<file path="config.mk">
export PLATFORM = sky130hd
export DESIGN_NAME = lru_page_cache_tracker_top
export DESIGN_NICKNAME = d
export VERILOG_FILES = /design/src/rtl/lpct_pkg.sv /design/src/rtl/lpct_page_ram.sv /design/src/rtl/lpct_ctrl.sv /design/src/rtl/lru_page_cache_tracker_top.sv
export SDC_FILE = /design/constraint.sdc
export NUM_CORES = 1
export LEC_CHECK = 0
export ABC_AREA = 1
export CAP_MARGIN = 20
export CORE_MARGIN = 3
export CORE_UTILIZATION = 50
export DETAILED_ROUTE_END_ITERATION = 6
export DONT_BUFFER_PORTS = 1
export HOLD_SLACK_MARGIN = 0.1
export PLACE_DENSITY_LB_ADDON = 0.05
export SLEW_MARGIN = 15
export SYNTH_ARGS = -nofsm -noshare
export SYNTH_HDL_FRONTEND = slang
export SYNTH_SLANG_ARGS = --single-unit
</file>
<file path="constraint.sdc">
create_clock -name aclk -period 5.9 [get_ports aclk]
set_clock_uncertainty 0.1 [all_clocks]
set_input_delay 1.475 -clock aclk [delete_from_list [all_inputs] [get_ports aclk]]
set_output_delay 1.475 -clock aclk [all_outputs]
set_load 0.03 [all_outputs]
</file>
<file path="src/rtl/lpct_pkg.sv">
// ============================================================================
// lpct_pkg
// Shared types and constants for the LRU page cache tracker.
// ============================================================================
package lpct_pkg;

    localparam int LPCT_CACHE_ENTRIES = 16;
    localparam int LPCT_PAGE_W        = 32;

    typedef enum logic [1:0] {
        CMD_READ  = 2'd0,
        CMD_WRITE = 2'd1,
        CMD_EVICT = 2'd2
    } cmd_t;

    typedef enum logic [1:0] {
        ST_IDLE,
        ST_SCAN,
        ST_EVICT,
        ST_DONE
    } lpct_state_t;

    typedef struct packed {
        logic [1:0]             command;
        logic [LPCT_PAGE_W-1:0] page_number;
    } lpct_in_t;

    typedef struct packed {
        logic                   hit;
        logic                   fetch_needed;
        logic                   writeback_valid;
        logic [LPCT_PAGE_W-1:0] writeback_page;
        logic                   empty_error;
    } lpct_out_t;

endpackage

</file>
<file path="src/rtl/lpct_page_ram.sv">
// ============================================================================
// lpct_page_ram
// Page list memory indexed by recency rank: one write port, one read port,
// read data registered.
// ============================================================================
module lpct_page_ram #(
    parameter int DEPTH = lpct_pkg::LPCT_CACHE_ENTRIES
) (
    input  logic                             aclk,
    input  logic                             wr_en,
    input  logic [$clog2(DEPTH)-1:0]         wr_addr,
    input  logic [lpct_pkg::LPCT_PAGE_W-1:0] wr_data,
    input  logic                             rd_en,
    input  logic [$clog2(DEPTH)-1:0]         rd_addr,
    output logic [lpct_pkg::LPCT_PAGE_W-1:0] rd_data
);
    import lpct_pkg::*;

    logic [LPCT_PAGE_W-1:0] page_mem [DEPTH];
    logic [LPCT_PAGE_W-1:0] rd_data_reg;

    always_ff @(posedge aclk) begin
        if (wr_en) begin
            page_mem[wr_addr] <= wr_data;
        end
        if (rd_en) begin
            rd_data_reg <= page_mem[rd_addr];
        end
    end

    assign rd_data = rd_data_reg;

endmodule

</file>
<file path="src/rtl/lpct_ctrl.sv">
// ============================================================================
// lpct_ctrl
// Sequencer for the recency list: walks the list from most recent entry,
// shifting each entry down one rank while it searches for the page.
// ============================================================================
module lpct_ctrl #(
    parameter int CACHE_ENTRIES = lpct_pkg::LPCT_CACHE_ENTRIES
) (
    input  logic                                     aclk,
    input  logic                                     aresetn,
    input  logic                                     s_valid,
    output logic                                     s_ready,
    input  lpct_pkg::lpct_in_t                       s_data,
    output logic                                     res_valid,
    input  logic                                     res_ready,
    output lpct_pkg::lpct_out_t                      res,
    output logic                                     wr_en,
    output logic [$clog2(CACHE_ENTRIES)-1:0]         wr_addr,
    output logic [lpct_pkg::LPCT_PAGE_W-1:0]         wr_data,
    output logic                                     rd_en,
    output logic [$clog2(CACHE_ENTRIES)-1:0]         rd_addr,
    input  logic [lpct_pkg::LPCT_PAGE_W-1:0]         rd_data
);
    import lpct_pkg::*;

    localparam int AW = $clog2(CACHE_ENTRIES);
    localparam int CW = $clog2(CACHE_ENTRIES + 1);
    localparam logic [CW-1:0] FULL = CW'(CACHE_ENTRIES);

    lpct_state_t            state_reg, state_next;
    logic [CW-1:0]          idx_reg, idx_next;
    logic [CW-1:0]          count_reg, count_next;
    logic [LPCT_PAGE_W-1:0] carry_reg, carry_next;
    logic [LPCT_PAGE_W-1:0] page_reg, page_next;
    logic [1:0]             cmd_reg, cmd_next;
    lpct_out_t              res_reg, res_next;
    logic                   accept;
    logic                   list_end;
    logic                   match;

    assign accept   = s_valid && s_ready;
    assign list_end = (idx_reg == count_reg);
    assign match    = (rd_data == page_reg);

    // next state
    always_comb begin
        state_next = state_reg;
        unique case (state_reg)
            ST_IDLE: begin
                if (accept) begin
                    case (s_data.command) inside
                        CMD_READ, CMD_WRITE: state_next = ST_SCAN;
                        CMD_EVICT: state_next = (count_reg == '0) ? ST_DONE : ST_EVICT;
                        default: state_next = ST_DONE;
                    endcase
                end
            end
            ST_SCAN: begin
                if (list_end || match) begin
                    state_next = ST_DONE;
                end
            end
            ST_EVICT: state_next = ST_DONE;
            ST_DONE: begin
                if (res_ready) begin
                    state_next = ST_IDLE;
                end
            end
            default: state_next = ST_IDLE;
        endcase
    end

    // datapath and memory control
    always_comb begin
        idx_next   = idx_reg;
        count_next = count_reg;
        carry_next = carry_reg;
        page_next  = page_reg;
        cmd_next   = cmd_reg;
        res_next   = res_reg;
        rd_en      = 1'b0;
        rd_addr    = '0;
        wr_en      = 1'b0;
        wr_addr    = idx_reg[AW-1:0];
        wr_data    = carry_reg;
        unique case (state_reg)
            ST_IDLE: begin
                if (accept) begin
                    cmd_next   = s_data.command;
                    page_next  = s_data.page_number;
                    carry_next = s_data.page_number;
                    idx_next   = '0;
                    res_next   = '0;
                    case (s_data.command) inside
                        CMD_READ, CMD_WRITE: begin
                            rd_en = 1'b1;
                        end
                        CMD_EVICT: begin
                            if (count_reg == '0) begin
                                res_next.empty_error = 1'b1;
                            end else begin
                                // least recent entry sits at the last rank
                                rd_en   = 1'b1;
                                rd_addr = AW'(count_reg - CW'(1));
                            end
                        end
                        default: ;
                    endcase
                end
            end
            ST_SCAN: begin
                if (list_end) begin
                    res_next.fetch_needed = (cmd_reg == CMD_READ);
                    if (count_reg == FULL) begin
                        // carried entry fell off the end of the list
                        res_next.writeback_valid = 1'b1;
                        res_next.writeback_page  = carry_reg;
                    end else begin
                        wr_en      = 1'b1;
                        count_next = count_reg + CW'(1);
                    end
                end else begin
                    // shift: this rank takes the entry from the rank above
                    wr_en = 1'b1;
                    if (match) begin
                        res_next.hit = 1'b1;
                    end else begin
                        carry_next = rd_data;
                        idx_next   = idx_reg + CW'(1);
                        rd_en      = 1'b1;
                        rd_addr    = AW'(idx_reg + CW'(1));
                    end
                end
            end
            ST_EVICT: begin
                res_next.writeback_valid = 1'b1;
                res_next.writeback_page  = rd_data;
                count_next               = count_reg - CW'(1);
            end
            ST_DONE: ;
            default: ;
        endcase
    end

    always_ff @(posedge aclk) begin
        if (!aresetn) begin
            state_reg <= ST_IDLE;
            count_reg <= '0;
        end else begin
            state_reg <= state_next;
            count_reg <= count_next;
        end
        idx_reg   <= idx_next;
        carry_reg <= carry_next;
        page_reg  <= page_next;
        cmd_reg   <= cmd_next;
        res_reg   <= res_next;
    end

    assign s_ready   = (state_reg == ST_IDLE);
    assign res_valid = (state_reg == ST_DONE);
    assign res       = res_reg;

endmodule

</file>
<file path="src/rtl/lru_page_cache_tracker_top.sv">
// ============================================================================
// lru_page_cache_tracker_top
// LRU residency tracker for a page cache of CACHE_ENTRIES slots.
//
// Input channel s_*: one beat per access (read, write) or evict command.
// Result channel m_*: exactly one beat per input beat, in order, carrying
// hit, fetch request, write-back page and the empty-cache error.
// Pages are kept in one memory ordered by recency rank; an access walks
// the list from the most recent rank, one memory read per cycle, shifting
// entries down as it goes; a hit ends the walk at its rank, a miss walks
// every used rank, and an evict reads only the last rank. One item is in
// work at a time; the next beat is accepted once the current result is
// parked.
// Reset empties the cache at once; the page memory needs no clearing.
// When the receiver stalls, one result waits in the output register and
// one more in the sequencer; input is then held off.
// ============================================================================
module lru_page_cache_tracker_top #(
    parameter int CACHE_ENTRIES = lpct_pkg::LPCT_CACHE_ENTRIES
) (
    input  logic                 aclk,
    input  logic                 aresetn,
    input  logic                 s_valid,
    output logic                 s_ready,
    input  lpct_pkg::lpct_in_t   s_data,
    output logic                 m_valid,
    input  logic                 m_ready,
    output lpct_pkg::lpct_out_t  m_data
);
    import lpct_pkg::*;

    localparam int AW = $clog2(CACHE_ENTRIES);

    logic                   res_valid;
    logic                   res_ready;
    lpct_out_t              res;
    logic                   wr_en;
    logic [AW-1:0]          wr_addr;
    logic [LPCT_PAGE_W-1:0] wr_data;
    logic                   rd_en;
    logic [AW-1:0]          rd_addr;
    logic [LPCT_PAGE_W-1:0] rd_data;
    logic                   m_valid_reg;
    lpct_out_t              m_data_reg;

    lpct_ctrl #(
        .CACHE_ENTRIES(CACHE_ENTRIES)
    ) u_ctrl (
        .aclk     (aclk),
        .aresetn  (aresetn),
        .s_valid  (s_valid),
        .s_ready  (s_ready),
        .s_data   (s_data),
        .res_valid(res_valid),
        .res_ready(res_ready),
        .res      (res),
        .wr_en    (wr_en),
        .wr_addr  (wr_addr),
        .wr_data  (wr_data),
        .rd_en    (rd_en),
        .rd_addr  (rd_addr),
        .rd_data  (rd_data)
    );

    lpct_page_ram #(
        .DEPTH(CACHE_ENTRIES)
    ) u_page_ram (
        .aclk   (aclk),
        .wr_en  (wr_en),
        .wr_addr(wr_addr),
        .wr_data(wr_data),
        .rd_en  (rd_en),
        .rd_addr(rd_addr),
        .rd_data(rd_data)
    );

    // output register: load when empty or being drained
    assign res_ready = !m_valid_reg || m_ready;

    always_ff @(posedge aclk) begin
        if (!aresetn) begin
            m_valid_reg <= 1'b0;
        end else if (res_ready) begin
            m_valid_reg <= res_valid;
        end
        if (res_valid && res_ready) begin
            m_data_reg <= res;
        end
    end

    assign m_valid = m_valid_reg;
    assign m_data  = m_data_reg;

endmodule

</file>
==> summary.md <==
| Metric | Value |
|---|---|
| Antenna violations before repair | `1` |
| Max-slew violation count | `0` |
| R2R Path End | `u_page_ram.page_mem[6][10]$_DFFE_PP_` |
| Placed insts | `3323` |
| DIE HEIGHT | `250 µm` |
| Core Area | `roughly 0.058 mm²` |
| Yosys cell types | `28` |
| Measured slew at the worst slew-check pin | `between 1 and 1.5 ns` |
| Synth Register Bits | `695` |
| Die ar. | `~0.063 mm²` |
| Layout cells sized above 1 | `0.0702` |
| Final setup viols | `0` |
| Worst skew pair latency | `between 0.6 and 0.7 ns` |
| Clock Path Buffers | `3` |
| Setup bufs post-CTS | `0` |
| Total power | `between 15000 and 20000 µW` |
| Status | `finished clean` |
| Drt pass-1 iters | `5` |
| CP Cell Sequence | `inv_1, ha_2, inv_2, a21oi_1, nand2_1, nor2_4, buf_4` |
| Dpl ws | `~1.8 ns` |
| Hold violation count in the final report | `0` |
| H-tree depth | `3` |
| Power Density | `about 520 mW/mm²` |
| Port buffer count | `0` |
| CTS root buf | `clkbuf_16` |
| Hold EP | `m_data[22]$_DFFE_PP_` |
| R2r worst-path depth | `7` |
| Post-CTS sizing | `0` |
| P&R area growth vs syn | `11.1%` |
| Worst hold start | `u_ctrl.res[22]$_DFFE_PP_` |
| N_diodes | `0` |
| Leakage power | `0.0129 µW` |
| Yosys warnings | `0` |
| Post-Synthesis Cells | `around 2.7k` |
| Worst hold path cell count | `0` |
| Hold Path Class | `reg2reg` |
| Filler cells | `a little under 5k` |
| Die span in x | `around 250 µm` |
| Tcrit/Tclk final | `0.666` |
| Worst Path Max Fanout | `48` |
| Fin util | `0.569` |
| WS Path Type | `reg2reg` |
| Kind of cell adding the most delay to the critical path | `simple AND/OR/NAND/NOR gates` |
| Synthesized area per cell | `between 10 and 15 µm²` |
| Max-Cap Viols | `0` |
| R2R Setup Slk | `1.97 ns` |
| Slowest stage delay, CP | `~0.89 ns` |
| Vias/cell | `between 5 and 6` |
| Maximum vdd drop | `around 500 µV` |
| Post-Synthesis Net Count | `between 2k and 3k` |
| Io pins | `between 70 and 80` |
| Largest net degree at the start of global routing | `between 150 and 200` |
| Crit end category | `flip-flop` |
| Fin cells | `3457` |
| GRT Overall Usage | `0.242` |
| Critical register-to-register path startpoint | `u_ctrl.state_reg[1]$_SDFFE_PN0P_` |
| RSZ-0062 raised after global routing | `false` |
| Detailed-placement wirelength estimate | `40.8 mm` |
| Clock transition at the registers of the reported paths | `~0.06 ns` |
| Sink Count | `695` |
| Startpoint types | `flip-flop` |
| DRT iter0 DRCs | `1964` |
| WP data arrival | `4.11 ns` |
| First-pass GRT wire length | `roughly 110 mm` |
| Post-cts hold buffer count | `0` |
| # rows | `88` |
| Slew headroom | `0.244` |
| GPL Wtd Cong | `0.796` |
| Final nets | `between 2k and 3k` |
| Routed via count | `between 15k and 20k` |
| CTS tree | `yes` |
| Crit-path slowest cell | `nor2_4` |
| Setup_tns | `0 ns` |
| Reg area | `0.0208 mm²` |
| Total grt overflow | `0` |
| Vias in the first global route | `17.9k` |
| Post-synthesis sequential area ratio | `0.696` |
| Critical Path Stages | `7` |
| Multi-input gate area | `around 0.007 mm²` |
| WL final | `about 76 mm` |
| Max reg flops | `512` |
| CTS buffer count | `74` |
| Worst setup margin | `1.97 ns` |
| Antenna Nets Post-Route | `0` |
| Final min period | `3.93 ns` |
| Post-detailed-route wirelength per cell | `approximately 22 µm` |
| Highest clock rate | `roughly 250 MHz` |
| DRC violations left | `0` |
| CP bufs+invs | `3` |
| CP required | `between 6 and 7 ns` |
| Initial Utilization | `0.512` |
| Synthesized area | `0.0299 mm²` |
## cells in the mapped netlist, drive strengths merged
cell	instances	area, µm²
a31oi	3	18.8
nand3	584	2940
or2	3	18.8
nor2	35	141
edfxtp	687	20600
xnor2	26	228
o211ai	1	7.51
inv	400	1500
nand2	574	2160
o221ai	1	8.76
o22ai	1	6.26
nand3b	96	721
a21oi	47	235
o21ai	19	95.1
clkbuf	23	86.3
nor3	8	40.0
buf	128	671
dfxtp	8	160
xor2	6	52.6
ha	12	150
## report_power, final
group | internal (µW) | switching [µW]
Clock | 2750 | 1870
Combinational | 1290 | 3060
Sequential | 6990 | 1130
## cells by family after synthesis
| logic type | count (synthesis) | synth area share |
|---|---|---|
| compound gates | 72 | 0.0124 |
| buf+inv | 551 | 0.0756 |
| fa+ha+maj | 12 | 0.00503 |
| simple gates | 1300 | 0.201 |
| flops | 695 | 0.696 |
| xor+xnor | 32 | 0.00938 |
## metrics by stage
| step | hold slack (ns) | instance area [µm²] |
|---|---|---|
| 6_report | 0.317 | 33200 |
| 5_1_grt | 0.323 | 33200 |
| 4_1_cts | 0.318 | 33200 |
| 3_5_place_dp | 0.305 | 30800 |
| 3_3_place_gp | 0.301 | 30700 |
| 2_1_floorplan | 0.300 | 29900 |
## area by class of cell
cell class,instances,area share
well taps,765,0.0288
flip-flops and latches,695,0.626
inverters,400,0.0454
repair buffers,47,0.0157
clock buffers,99,0.0621
multi-input cells,1416,0.211
clock inverters,35,0.0102
## metal layers
metal | GRT usage | vias to the layer above | share of wire | wire (µm)
met5 | 0 | - | 0 | 0
met4 | 0.0699 | 0 | 0.023 | 1740
met3 | 0.0508 | 124 | 0.081 | 6170
met2 | 0.368 | 686 | 0.44 | 33800
met1 | 0.356 | 9148 | 0.45 | 34200
li1 | - | 8941 | - | -
## worst max path at each step
stage                                                 from                                    to
final                     u_ctrl.state_reg[1]$_SDFFE_PN0P_  u_page_ram.page_mem[6][10]$_DFFE_PP_
after global routing      u_ctrl.state_reg[1]$_SDFFE_PN0P_   u_page_ram.page_mem[6][4]$_DFFE_PP_
after CTS                 u_ctrl.state_reg[1]$_SDFFE_PN0P_  u_page_ram.page_mem[6][10]$_DFFE_PP_
after detailed placement                           s_valid       u_page_ram.rd_data[6]$_DFFE_PP_
after global placement                          s_data[33]       u_page_ram.rd_data[6]$_DFFE_PP_
after floorplan                                    s_valid       u_ctrl.idx_reg[0]$_SDFFCE_PN0P_
## cell usage in the layout (no fill, tap or decap), types with 3 or more instances in the layout
master     netlist  layout
edfxtp_1       687     687
nand3_1        581     581
nand2_1        572     568
inv_1          394     393
nand3b_1        96      96
clkbuf_16        0      79
a21oi_1         47      45
buf_4            7      36
xnor2_1         26      26
o21ai_0         19      19
clkbuf_1        23      19
nor2_1          31      18
clkinv_1         0      16
nor2_4           0      13
ha_1            12      11
clkinv_2         0      10
dfxtp_1          8       8
bufinv_16        0       7
buf_12           0       7
xor2_1           6       6
inv_2            6       5
nor3_1           8       4
nor3_2           0       4
nor2_2           4       4
buf_16           0       4
a31oi_1          3       3
nand2_2          2       3
nand2_4          0       3
Note: power is estimated with default switching activity, not from simulation.
